[config.mk]
export PLATFORM = sky130hd
export DESIGN_NAME = register_mapped_alu
export DESIGN_NICKNAME = d
export VERILOG_FILES = /design/src/hw/rtl/rma_pkg.sv /design/src/hw/rtl/register_mapped_alu.sv
export SDC_FILE = /design/constraint.sdc
export NUM_CORES = 1
export LEC_CHECK = 0
export BUFFER_PORTS_ARGS = -buffer_cell sky130_fd_sc_hd__buf_4
export CORE_MARGIN = 1
export CORE_UTILIZATION = 60
export CTS_BUF_LIST = sky130_fd_sc_hd__clkbuf_8
export DETAILED_ROUTE_END_ITERATION = 10
export HOLD_SLACK_MARGIN = 0.12
export PLACE_DENSITY = 0.9
export SLEW_MARGIN = 20
export SYNTH_ARGS = -nofsm -noshare
export SYNTH_HDL_FRONTEND = slang
export SYNTH_SLANG_ARGS = --single-unit
export TNS_END_PERCENT = 50
[constraint.sdc]
create_clock -name clock -period 5.3 [get_ports clock]
set_input_delay 0.265 -clock clock [delete_from_list [all_inputs] [get_ports clock]]
set_output_delay 0.265 -clock clock [all_outputs]
set_load 0.01 [all_outputs]
[src/hw/rtl/rma_pkg.sv]
// ----------------------------------------------------------------------------
// Register-mapped ALU package
// Command, status, address and op codes shared by the block and its checker.
// ----------------------------------------------------------------------------
package rma_pkg;

   // Request commands.
   localparam logic [1:0] CMD_READ  = 2'd0;
   localparam logic [1:0] CMD_WRITE = 2'd1;
   localparam logic [1:0] CMD_TICK  = 2'd2;

   // Response status codes.
   localparam logic [1:0] STS_OK       = 2'd0;
   localparam logic [1:0] STS_GENERIC  = 2'd1;
   localparam logic [1:0] STS_ADDRESS  = 2'd2;
   localparam logic [1:0] STS_COMMAND  = 2'd3;

   // Register addresses.
   localparam logic [15:0] ADDR_OPERANDS = 16'h0000;
   localparam logic [15:0] ADDR_RESULT   = 16'h0002;
   localparam logic [15:0] ADDR_CONTROL  = 16'h0004;

   // Configuration register indexes.
   localparam logic [1:0] CSR_SINGLE_LAT = 2'd0;
   localparam logic [1:0] CSR_MUL_LAT    = 2'd1;
   localparam logic [1:0] CSR_BUS_LAT    = 2'd2;

   // Low three bits of the op field.
   localparam logic [2:0] OP_ADD = 3'b001;
   localparam logic [2:0] OP_AND = 3'b010;
   localparam logic [2:0] OP_XOR = 3'b011;

   // Bit of the op field that selects multiply.
   localparam int OP_MUL_BIT = 2;

endpackage

[src/hw/rtl/register_mapped_alu.sv]
// ----------------------------------------------------------------------------
// Register-mapped 8-bit ALU
// Bus-style register file with an add/and/xor/multiply unit and tick timing.
// ----------------------------------------------------------------------------
// Usage:
// - The request channel (req_*) carries reads, writes, time ticks and
//   unsupported commands; each request yields exactly one response on the
//   rsp_* channel with read data and a status code, in request order.
// - The csr_* channel sets the single-op, multiply and bus latencies (in
//   ticks); always ready. Write it only while the block is idle (unchecked).
// - A request is decoded, merged into the registers and the ALU result is
//   computed in the cycle it is accepted, and its response is registered.
//   One request per cycle is sustained while req_ready is high; the rate
//   is set by the single register update path, with one 8x8 multiplier.
// - A two-entry output stage (response register plus skid register) keeps
//   req_ready high while one response waits; req_ready drops only once both
//   entries are full, and rises again when the receiver takes a response.
// - Reset clears all architectural registers, flags and the countdown,
//   and restores the latencies to 1, 3 and 1 ticks.
// ----------------------------------------------------------------------------
module register_mapped_alu (
   input  logic        clock,
   input  logic        reset,
   // Request channel.
   input  logic        req_valid,
   output logic        req_ready,
   input  logic [1:0]  req_command,
   input  logic [15:0] req_address,
   input  logic [31:0] req_write_data,
   input  logic [3:0]  req_byte_enable,
   input  logic [2:0]  req_data_length,
   input  logic [7:0]  req_lead_ticks,
   // Response channel.
   output logic        rsp_valid,
   input  logic        rsp_ready,
   output logic [31:0] rsp_read_data,
   output logic [1:0]  rsp_status,
   // Configuration write channel.
   input  logic        csr_valid,
   output logic        csr_ready,
   input  logic [1:0]  csr_index,
   input  logic [15:0] csr_write_data
);

   // Configuration registers.
   logic [15:0] single_lat_ff;
   logic [15:0] mul_lat_ff;
   logic [7:0]  bus_lat_ff;

   // Architectural state.
   logic [7:0]  operand_a_ff, operand_a_in;
   logic [7:0]  operand_b_ff, operand_b_in;
   logic [4:0]  op_field_ff, op_field_in;
   logic        start_ff, start_in;
   logic [8:0]  spare_ff, spare_in;
   logic        done_ff, done_in;
   logic [15:0] result_ff, result_in;
   logic        busy_ff, busy_in;
   logic [15:0] pending_ff, pending_in;
   logic [15:0] ticks_left_ff, ticks_left_in;

   // Output stage.
   logic        out_valid_ff;
   logic [31:0] out_data_ff;
   logic [1:0]  out_status_ff;
   logic        skid_valid_ff;
   logic [31:0] skid_data_ff;
   logic [1:0]  skid_status_ff;

   // Per-request combinational results.
   logic        accept;
   logic        out_free;
   logic [31:0] new_data;
   logic [1:0]  new_status;
   logic [8:0]  advance;
   logic [31:0] len_mask;
   logic [31:0] wdata_masked;
   logic [15:0] operands_word;
   logic [15:0] control_word;
   logic [15:0] merged;
   logic [2:0]  op3;
   logic [15:0] alu_value;
   logic [15:0] product;

   // Byte-enabled merge of a 16-bit register word.
   function automatic logic [15:0] merge16(input logic [15:0] old_word,
                                           input logic [15:0] new_word,
                                           input logic [1:0]  enables);
      logic [15:0] word;
      word = old_word;
      if (enables[0]) begin
         word[7:0] = new_word[7:0];
      end
      if (enables[1]) begin
         word[15:8] = new_word[15:8];
      end
      return word;
   endfunction

   assign accept    = req_valid && req_ready;
   assign req_ready = !skid_valid_ff;
   assign csr_ready = 1'b1;
   assign out_free  = !out_valid_ff || rsp_ready;

   assign rsp_valid     = out_valid_ff;
   assign rsp_read_data = out_data_ff;
   assign rsp_status    = out_status_ff;

   // The multiplier works on the stored operands.
   assign product = {8'd0, operand_a_ff} * {8'd0, operand_b_ff};

   // Next state and response for the accepted request.
   always_comb begin
      operand_a_in  = operand_a_ff;
      operand_b_in  = operand_b_ff;
      op_field_in   = op_field_ff;
      start_in      = start_ff;
      spare_in      = spare_ff;
      done_in       = done_ff;
      result_in     = result_ff;
      busy_in       = busy_ff;
      pending_in    = pending_ff;
      ticks_left_in = ticks_left_ff;
      new_data      = 32'd0;
      new_status    = rma_pkg::STS_OK;
      operands_word = 16'd0;
      control_word  = 16'd0;
      merged        = 16'd0;
      op3           = 3'd0;
      alu_value     = 16'd0;

      // Length mask; lengths above four act as four.
      unique case (req_data_length)
         3'd1:    len_mask = 32'h0000_00FF;
         3'd2:    len_mask = 32'h0000_FFFF;
         3'd3:    len_mask = 32'h00FF_FFFF;
         default: len_mask = 32'hFFFF_FFFF;
      endcase
      wdata_masked = req_write_data & len_mask;

      // Time advanced by this request.
      if (req_command == rma_pkg::CMD_TICK) begin
         advance = 9'd1;
      end else begin
         advance = {1'b0, req_lead_ticks} + {1'b0, bus_lat_ff};
      end

      if (accept && (req_command == rma_pkg::CMD_TICK || req_data_length != 3'd0)) begin
         // Countdown; the operation completes when the advance covers it.
         if (busy_ff) begin
            if (ticks_left_ff <= {7'd0, advance}) begin
               result_in     = pending_ff;
               done_in       = 1'b1;
               busy_in       = 1'b0;
               ticks_left_in = 16'd0;
            end else begin
               ticks_left_in = ticks_left_ff - {7'd0, advance};
            end
         end

         operands_word = {operand_b_ff, operand_a_ff};
         control_word  = {spare_ff, done_in, start_ff, op_field_ff};

         // Register access after time has advanced.
         unique case (req_command)
            rma_pkg::CMD_READ: begin
               if (req_address == rma_pkg::ADDR_OPERANDS) begin
                  new_data = {16'd0, operands_word} & len_mask;
               end else if (req_address == rma_pkg::ADDR_RESULT) begin
                  new_data = {16'd0, result_in} & len_mask;
               end else if (req_address == rma_pkg::ADDR_CONTROL) begin
                  new_data = {16'd0, control_word} & len_mask;
               end else begin
                  new_status = rma_pkg::STS_ADDRESS;
               end
            end
            rma_pkg::CMD_WRITE: begin
               if (req_address == rma_pkg::ADDR_OPERANDS) begin
                  merged       = merge16(operands_word, wdata_masked[15:0],
                                         req_byte_enable[1:0]);
                  operand_a_in = merged[7:0];
                  operand_b_in = merged[15:8];
               end else if (req_address == rma_pkg::ADDR_CONTROL) begin
                  merged      = merge16(control_word, wdata_masked[15:0],
                                        req_byte_enable[1:0]);
                  op_field_in = merged[4:0];
                  start_in    = merged[5];
                  spare_in    = merged[15:7];
                  op3         = merged[2:0];
                  // Start a new operation; it replaces any pending one.
                  if (merged[5] && op3 != 3'd0) begin
                     priority if (op3[rma_pkg::OP_MUL_BIT]) begin
                        alu_value = product;
                     end else if (op3 == rma_pkg::OP_ADD) begin
                        alu_value = {8'd0, operand_a_ff} + {8'd0, operand_b_ff};
                     end else if (op3 == rma_pkg::OP_AND) begin
                        alu_value = {8'd0, operand_a_ff & operand_b_ff};
                     end else begin
                        alu_value = {8'd0, operand_a_ff ^ operand_b_ff};
                     end
                     busy_in    = 1'b1;
                     done_in    = 1'b0;
                     pending_in = alu_value;
                     ticks_left_in = op3[rma_pkg::OP_MUL_BIT] ? mul_lat_ff
                                                              : single_lat_ff;
                  end
               end else if (req_address != rma_pkg::ADDR_RESULT) begin
                  new_status = rma_pkg::STS_ADDRESS;
               end
            end
            rma_pkg::CMD_TICK: begin
               new_status = rma_pkg::STS_OK;
            end
            default: begin
               new_status = rma_pkg::STS_COMMAND;
            end
         endcase
      end else begin
         // Zero length: error response, nothing changes.
         new_status = rma_pkg::STS_GENERIC;
      end
   end

   // Configuration and architectural registers.
   always_ff @(posedge clock) begin
      if (reset) begin
         single_lat_ff <= 16'd1;
         mul_lat_ff    <= 16'd3;
         bus_lat_ff    <= 8'd1;
         operand_a_ff  <= 8'd0;
         operand_b_ff  <= 8'd0;
         op_field_ff   <= 5'd0;
         start_ff      <= 1'b0;
         spare_ff      <= 9'd0;
         done_ff       <= 1'b0;
         result_ff     <= 16'd0;
         busy_ff       <= 1'b0;
         pending_ff    <= 16'd0;
         ticks_left_ff <= 16'd0;
      end else begin
         if (csr_valid && csr_ready) begin
            unique case (csr_index)
               rma_pkg::CSR_SINGLE_LAT: single_lat_ff <= csr_write_data;
               rma_pkg::CSR_MUL_LAT:    mul_lat_ff    <= csr_write_data;
               rma_pkg::CSR_BUS_LAT:    bus_lat_ff    <= csr_write_data[7:0];
               default: begin
               end
            endcase
         end
         operand_a_ff  <= operand_a_in;
         operand_b_ff  <= operand_b_in;
         op_field_ff   <= op_field_in;
         start_ff      <= start_in;
         spare_ff      <= spare_in;
         done_ff       <= done_in;
         result_ff     <= result_in;
         busy_ff       <= busy_in;
         pending_ff    <= pending_in;
         ticks_left_ff <= ticks_left_in;
      end
   end

   // Response register with a skid entry behind it.
   always_ff @(posedge clock) begin
      if (reset) begin
         out_valid_ff  <= 1'b0;
         skid_valid_ff <= 1'b0;
      end else if (out_free) begin
         if (skid_valid_ff) begin
            out_valid_ff  <= 1'b1;
            out_data_ff   <= skid_data_ff;
            out_status_ff <= skid_status_ff;
            skid_valid_ff <= 1'b0;
         end else begin
            out_valid_ff  <= accept;
            out_data_ff   <= new_data;
            out_status_ff <= new_status;
         end
      end else if (accept) begin
         skid_valid_ff  <= 1'b1;
         skid_data_ff   <= new_data;
         skid_status_ff <= new_status;
      end
   end

endmodule

==> metrics, run 1 <==
Synth warnings=0; RSZ-0062 raised after global routing=false; area leader, netlist=dfxtp_1; critical path arrival=5.27 ns; CTS resizes=0; GRT Resource Usage Total=0.3135; Cells after Synth=1218; status=completed; die area=0.01785 mm2; worst min-delay path class=in -> reg; Vias=9337; pin count of the biggest net entering global routing=68; Post-synth ARST share=0; Routed WL=27160 um; Detailed Route Iter0 Violations=955; CTS HTree Levels=4; crit-path max FO=10; antenna viol nets, final=0; CTS tree=done; first-pass GRT wire length=44060 um; worst hold start=rsp_ready; drt via density=6.095; vias in the first global route=8909; worst vdd ir=148.5 uV; Crit. End Element=register; worst-margin pin slew=1.189 ns; setup TNS=0 ns; clock sinks=159; Critical Path Source Type=register; # rows=47; I/O Pins=125; placer congestion estimate=0.9588; Max Buffers Root-to-Sink=2; core footprint=0.01676 mm2; Final HPWL DP=19590 um; Synth top area share=0.2370; Util after Layout=0.7025; Achievable Freq=0.2047 GHz; IO buf count=89; Setup crit start=operand_b_ff[4]; Synth cell types=75; Final period util=0.9219; PwrDens=210.1 mW/mm2; Congestion Overflow GR=0; synthesis-to-layout area growth=13.32%; Slew Limit Fails=0; initial antenna violation count=1; Top delay family on crit path=adder cells; FF-to-FF Start=operand_b_ff[4]; DRC viols=0; Static Leak=5.033 nW; cts hold-fix bufs=35; register area=0.003543 mm2; Cell Chain, Critical Path=ha_1, inv_1, fa_1, inv_1, fa_1, fa_1, inv_1, fa_1, inv_1, ha_1, or2_2, a21oi_1, a21oi_1, a41o_1, o41a_1, o311ai_1; Die H=133.6 um; Post-CTS Setup Repair Bufs=0; mean post-synth cell area=8.530 um2; Seq/Total Area, Yosys=0.3410; cell area after synthesis=0.01039 mm2; clk_lat worst skew=0.48 ns; Root Buffer=clkbuf_8; DR WL/cell=17.73 um; CP peak stage delay=0.54 ns; Starting Density=0.6199; Final nets=1488; Reg clk slew, reported paths=0.09 ns; n_diodes=0; CTS buffer count=17; Area contributors post-synth=dfxtp_1, edfxtp_1, nand2_1; EDFF count, synth=36; CP Class=reg -> reg; CP Buf/Inv Count=4; multi-input combinational cell area=0.006231 mm2; max cap viols=0; headroom to the max-slew limit=0.1865; Die X=133.6 um; # setup viols final=0; slowest CP cell=dfxtp_1; Tmin final=4.886 ns; Final Hold Viols=0; Most used DFF post-synth=dfxtp_1; layout cells sized above 1=0.1181; register bit total from synthesis=159; drt pass-1 iters=6; fillers=1285; worst clock skew=0.01386 ns; Critical Path RT=5.68 ns
[Yosys cell counts, types with 14 or more instances]
library cell  instances
nand2_1             222
dfxtp_1             123
a21oi_1              88
nor2_1               84
inv_1                73
ha_1                 62
clkbuf_1             53
mux2i_1              53
fa_1                 39
edfxtp_1             36
nand3_1              35
and2_1               33
nor3_1               26
o21ai_0              25
o211ai_1             20
buf_4                17
a22o_1               15
a211oi_1             14
[routing by layer]
metal | vias to the layer above | share of wire | GRT usage
met5 | - | 0 | 0
met4 | 0 | 0.026 | 0.1149
met3 | 77 | 0.11 | 0.08942
met2 | 493 | 0.45 | 0.4803
met1 | 4402 | 0.41 | 0.4213
li1 | 4365 | - | -
[through the flow]
| step | area [um2] | hold WS [ns] | setup WS [ns] | total power [W] | std cells |
|---|---|---|---|---|---|
| detailed placement | 11050 | 0.4472 | 0.4917 | 0.001616 | 1465 |
| global route | 11770 | 0.1634 | 0.2002 | 0.002558 | 1532 |
| finish | 11770 | 0.1404 | 0.4140 | 0.002473 | 1532 |
| global placement | 11050 | 0.4394 | 0.5411 | 0.001605 | 1465 |
| CTS | 11770 | 0.1389 | 0.4612 | 0.002467 | 1532 |
| floorplan | 10450 | 0.3890 | 0.8393 | 0.001516 | 1233 |
[logic make-up (layout without fill, tap and decap cells)]
| kind of cell | Yosys count | count (layout) | share of synthesized area |
|---|---|---|---|
| other | 2 | 17 | 0.0007228 |
| AND/OR/NAND/NOR | 463 | 463 | 0.2058 |
| buffers and inverters | 159 | 238 | 0.06671 |
| flip-flops | 159 | 159 | 0.3410 |
| AO/OA/AOI/OAI | 254 | 254 | 0.1609 |
| adder cells (fa/ha/maj) | 101 | 101 | 0.1498 |
| multiplexers | 57 | 57 | 0.05564 |
| XOR/XNOR | 23 | 23 | 0.01939 |
[cell type report]
cell class / count / area share
Sequential cell: 159 / 0.3010
Inverter: 74 / 0.02359
Multi-Input combinational cell: 915 / 0.5292
Timing Repair Buffer: 132 / 0.09160
Tap cell: 220 / 0.02338
Clock inverter: 15 / 0.01137
Clock buffer: 17 / 0.01987
[cell usage in the layout, fill, tap and decap left out, types with 17 or more instances in the layout]
| master | n |
|---|---|
| dfxtp_1 | 123 |
| edfxtp_1 | 36 |
| a21oi_1 | 88 |
| buf_4 | 97 |
| mux2i_1 | 52 |
| ha_1 | 62 |
| o21ai_0 | 25 |
| clkbuf_8 | 17 |
| dlygate4sd3_1 | 35 |
| conb_1 | 17 |
| nand2_1 | 222 |
| o211ai_1 | 20 |
| inv_1 | 74 |
| and2_1 | 33 |
| nor2_1 | 83 |
| nor3_1 | 24 |
| fa_1 | 39 |
| nand3_1 | 35 |
[report_power, final]
group          internal, W  switching, W  leakage (nW)
combinational     0.000147      0.000200          3.48
clock             0.000339      0.000513         0.179
sequential         0.00126     0.0000147          1.37
[worst min-delay path, delay by kind of cell]
| family | cells | cell delay [ns] |
|---|---|---|
| AND/OR/NAND/NOR | 2 | 0.23 |
| buffers and inverters | 1 | 0.07 |
[flip-flops by register name (all words and copies together), names as in the netlist]
register / cells
skid_status_ff: 2
op_field_ff: 5
operand_a_ff: 8
rsp_valid: 1
start_ff: 1
mul_lat_ff: 16
bus_lat_ff: 8
done_ff: 1
skid_valid_ff: 1
single_lat_ff: 16
skid_data_ff: 16
ticks_left_ff: 16
spare_ff: 9
rsp_read_data: 16
operand_b_ff: 8
pending_ff: 16
rsp_status: 2
result_ff: 16
busy_ff: 1
[worst paths after layout]
| check | slack, ns | endpoint | cells past startpoint |
|---|---|---|---|
| hold / removal | 0.14 | skid_valid_ff | 3 |
| setup reg to reg | 0.41 | pending_ff[15] | 16 |
| hold reg to reg | 0.46 | single_lat_ff[8] | 2 |
| setup / recovery | 0.41 | pending_ff[15] | 16 |
Power figures use the tool's default switching activity.
==> run 2: changes to the inputs <==
--- a/config.mk
+++ b/config.mk
@@ -7,11 +7,11 @@
 export LEC_CHECK = 0
 export BUFFER_PORTS_ARGS = -buffer_cell sky130_fd_sc_hd__buf_4
 export CORE_MARGIN = 1
-export CORE_UTILIZATION = 60
+export CORE_UTILIZATION = 30
 export CTS_BUF_LIST = sky130_fd_sc_hd__clkbuf_8
 export DETAILED_ROUTE_END_ITERATION = 10
 export HOLD_SLACK_MARGIN = 0.12
-export PLACE_DENSITY = 0.9
+export PLACE_DENSITY = 0.55
 export SLEW_MARGIN = 20
 export SYNTH_ARGS = -nofsm -noshare
 export SYNTH_HDL_FRONTEND = slang
==> run 2 against run 1 <==
Via count decreased by 6.7%. Maximum frequency increased by 3.9%. Core utilization decreased by 34 points. Critical path type unchanged. Worst setup slack improved by 0.19 ns. Routed wire length increased by 4.5%. First-iteration DRC count decreased by 42%. Clock skew increased by 0.010 ns. Global-route usage decreased by 15 points. Sequential cell count unchanged.
==> metrics, run 2 (synthesized netlist as in run 1, its figures left out) <==
Die X=188.1 um; antenna viol nets, final=0; critical path arrival=5.11 ns; Met2 Wirelength=11700 um; Final HPWL DP=21250 um; worst-margin pin slew=0.9715 ns; layout cells sized above 1=0.1192; max cap viols=0; synthesis-to-layout area growth=16.80%; pin count of the biggest net entering global routing=92; Root Buffer=clkbuf_8; hold_ws=0.1610 ns; CTS resizes=0; drt pass-1 iters=5; worst clock skew=0.02415 ns; first-pass GRT wire length=45160 um; Starting Density=0.3075; Crit. End Element=register; RSZ-0062 raised after global routing=false; Tmin final=4.701 ns; I/O Pins=125; worst vdd ir=152.0 uV; Vias=8713; Max Buffers Root-to-Sink=2; Routed WL=28390 um; core footprint=0.03378 mm2; Reg clk slew, reported paths=0.12 ns; Final period util=0.8869; n_diodes=0; Detailed Route Iter0 Violations=552; status=completed; die area=0.03538 mm2; Die H=188.1 um; # setup viols final=0; CTS HTree Levels=4; CP Class=reg -> reg; WL met1=14780 um; commonest non-fill, non-tap cell in the layout=nand2_1; GRT Resource Usage Total=0.1618; Final Hold Viols=0; IO buf count=89; headroom to the max-slew limit=0.3356; vias in the first global route=8132; crit-path max FO=10; DR WL/cell=16.08 um; PwrDens=207.3 mW/mm2; Critical Path Source Type=register; # rows=67; worst min-delay path class=in -> reg; Static Leak=5.067 nW; wire length on met3=1538 um; Final nets=1493; Slew Limit Fails=0; DRC viols=0; setup TNS=0 ns; drt via density=4.937; Critical Path RT=5.71 ns; placer congestion estimate=0.8361; CTS buffer count=17; clock sinks=159; clk_lat worst skew=0.49 ns; Congestion Overflow GR=0; Max Used Layer=met4; most frequent cells in the layout=nand2_1, dfxtp_1, buf_4, a21oi_1, nor2_1; Post-CTS Setup Repair Bufs=0; initial antenna violation count=0; CTS tree=done; Achievable Freq=0.2127 GHz
[run 2: final timing paths]
kind              cells past startpoint  slack, ns        endpoint          startpoint
setup / recovery                     15       0.60  pending_ff[15]     operand_a_ff[6]
hold / removal                        3       0.16  op_field_ff[3]  req_byte_enable[0]
setup reg to reg                     15       0.60  pending_ff[15]     operand_a_ff[6]
hold reg to reg                       2       0.46   mul_lat_ff[5]       mul_lat_ff[5]
[run 2: per-stage QoR]
step                      power (W)  instance area, um2  utilization  std cells  setup WS, ns
after floorplan            0.001516               10450            -       1233        0.8393
after global placement     0.001618               11360       0.3362       1695        0.6667
after detailed placement   0.001624               11360       0.3363       1695        0.6547
after CTS                  0.002546               12130       0.3590       1765        0.6165
after global routing       0.002632               12140       0.3592       1765        0.3417
final                      0.002515               12140       0.3592       1765        0.5993
[run 2: worst max-delay path: stages, from the launching register on]
cell and delay [ns]:
dfxtp_1 0.63, nand2_1 0.15, fa_1 0.55, inv_1 0.05, fa_1 0.48, fa_1 0.49, inv_1 0.05, fa_1 0.47
inv_1 0.04, ha_1 0.30, or2_2 0.30, a21oi_1 0.15, a21oi_1 0.07, a41o_1 0.29, o41a_1 0.33, o311ai_1 0.26
[run 2: per-layer routing]
metal | vias to the layer above | GRT usage
met5 | - | 0
met4 | 0 | 0.04378
met3 | 23 | 0.02377
met2 | 233 | 0.2296
met1 | 4082 | 0.2497
li1 | 4375 | -
[run 2: final cells by class]
type	instances	area, um2
Fill cell	3541	21650
Clock inverter	15	152.6
Timing Repair Buffer	137	1124
Multi-Input combinational cell	915	6243
Tap cell	448	560.5
Inverter	74	277.8
Clock buffer	17	234.0
Sequential cell	159	3543
[run 2: repair_timing]
item                                   in CTS  in global routing
endpoints found under the hold margin      70                  0
setup endpoints to repair                   0                  0
hold buffers                               38                  0
[run 2: power by group]
part | total [W] | internal, W | leakage, nW | switching, W
Sequential | 0.00127 | 0.00126 | 1.37 | 0.0000131
Combinational | 0.000344 | 0.000148 | 3.51 | 0.000196
Clock | 0.000899 | 0.000349 | 0.187 | 0.000550
==> run 3: changes to the inputs <==
--- a/config.mk
+++ b/config.mk
@@ -11,7 +11,6 @@
 export CTS_BUF_LIST = sky130_fd_sc_hd__clkbuf_8
 export DETAILED_ROUTE_END_ITERATION = 10
 export HOLD_SLACK_MARGIN = 0.12
-export PLACE_DENSITY = 0.55
 export SLEW_MARGIN = 20
 export SYNTH_ARGS = -nofsm -noshare
 export SYNTH_HDL_FRONTEND = slang
==> run 3 against run 2 <==
Cell area up 0.58%. Non-clock buffer count increased by 7. Routed wire length is 1.4% lower. Count of clock-buffer cells in the layout unchanged. Critical path type unchanged. Largest cell class unchanged.
==> metrics, run 3 (synthesized netlist as in run 1, its figures left out) <==
status=completed; DP Cell Count=1699; CP Class=reg -> reg; DR WL/cell=15.78 um; Non-Filler Instances=1774; fillers=3435; Critical Path RT=5.62 ns; Final WS setup=0.5604 ns; clk_lat worst skew=0.48 ns; Util after Layout=0.3613; Final period util=0.8943; CTS resizes=0; core footprint=0.03378 mm2; CTS HTree Levels=4; vias in the first global route=8093; # rows=67; # setup viols final=0; Final Hold Viols=0; worst min-delay path class=in -> reg; worst clock skew=0.02038 ns; PwrDens=209.7 mW/mm2; DP Worst Slack=0.5413 ns; drt pass-1 iters=5; die area=0.03538 mm2; Starting Density=0.3075; Critical Path Source Type=register; Post-CTS Setup Repair Bufs=0; CTS tree=done; setup TNS=0 ns; worst vdd ir=113.4 uV; Reg clk slew, reported paths=0.10 ns; Congestion Overflow GR=0; critical path arrival=5.06 ns; pin count of the biggest net entering global routing=64; Detailed Route Iter0 Violations=655; Routed WL=28000 um; placer congestion estimate=0.8611; GRT Resource Usage Total=0.1585; IO buf count=89; layout cells sized above 1=0.1216; cts hold-fix bufs=41; worst-margin pin slew=1.080 ns; antenna viol nets, final=0; Slew Limit Fails=0; CP dominant cell by count=fa_1; Cell Chain, Critical Path=nand2_1, fa_1, inv_1, fa_1, fa_1, inv_1, fa_1, inv_1, ha_1, or2_2, o311a_1, a41o_1, o41ai_1, mux2i_1, o21ai_1; Tmin final=4.740 ns; Achievable Freq=0.2110 GHz; headroom to the max-slew limit=0.2791; synthesis-to-layout area growth=17.47%; clock sinks=159; CTS buffer count=17; drt via density=5.001; first-pass GRT wire length=44480 um; most frequent cells in the layout=nand2_1, dfxtp_1, buf_4, a21oi_1, nor2_1; commonest non-fill, non-tap cell in the layout=nand2_1; Static Leak=5.092 nW; Crit. End Element=register; Vias=8871; I/O Pins=125; RSZ-0062 raised after global routing=false; DRC viols=0; register-to-register setup slack=0.56 ns; Die X=188.1 um; max cap viols=0; Final HPWL DP=20810 um; initial antenna violation count=2; CP peak stage delay=0.59 ns; Root Buffer=clkbuf_8; crit-path max FO=10; slowest CP cell=dfxtp_1; Max Buffers Root-to-Sink=2; Final nets=1500; Die H=188.1 um
## run 3: cell count changes in the layout (fill, tap and decap cells not counted), moves of 2 or more
| cell | before | now |
|---|---|---|
| buf_4 | 99 | 103 |
| dlygate4sd3_1 | 38 | 41 |
| clkinv_8 | 3 | 1 |
| diode_2 | 0 | 2 |
| inv_6 | 3 | 5 |
## run 3: layer usage
layer,part of all wire,vias up,track usage
li1,-,4400,-
met2,0.42,290,0.2288
met5,0,-,0
met3,0.066,23,0.02789
met1,0.50,4158,0.2396
met4,0.011,0,0.04034
## run 3: critical path: cells and delay by family, from the launching register on
family                     cells  cell delay (ns)
adders and majority gates      5             2.33
AOI/OAI and AO/OA              4             0.85
DFF                            1             0.59
muxes                          1             0.23
and+or+nand+nor                2             0.44
buffers and inverters          3             0.15
## run 3: area by class of cell
type                    instances  area (um2)  share of cell area
multi-input cells             915        6235              0.5108
flip-flops and latches        159        3543              0.2903
repair buffers                144        1184             0.09698
well taps                     448       560.5             0.04593
inverters                      74       277.8             0.02276
clock buffers                  17       234.0             0.01917
clock inverters                15       166.4             0.01363
diodes                          2       5.005           0.0004100
## run 3: path summary, 6_finish.rpt
kind,start,endpoint,depth (start not counted)
max,operand_a_ff[6],pending_ff[14],15
min,rsp_ready,skid_valid_ff,3
max reg2reg,operand_a_ff[6],pending_ff[14],15
min reg2reg,single_lat_ff[12],single_lat_ff[12],2
## run 3: per-stage QoR
stage | hold WS (ns) | power (W) | cell area [um2]
after floorplan | 0.3890 | 0.001516 | 10450
after global placement | 0.4403 | 0.001615 | 11380
after detailed placement | 0.4458 | 0.001621 | 11380
after CTS | 0.1365 | 0.002586 | 12190
after global routing | 0.1597 | 0.002667 | 12210
final | 0.1673 | 0.002560 | 12210
## run 3: report_power, final
part | switching, W | internal, W
Clock | 0.000547 | 0.000397
Sequential | 0.0000132 | 0.00126
Combinational | 0.000196 | 0.000148
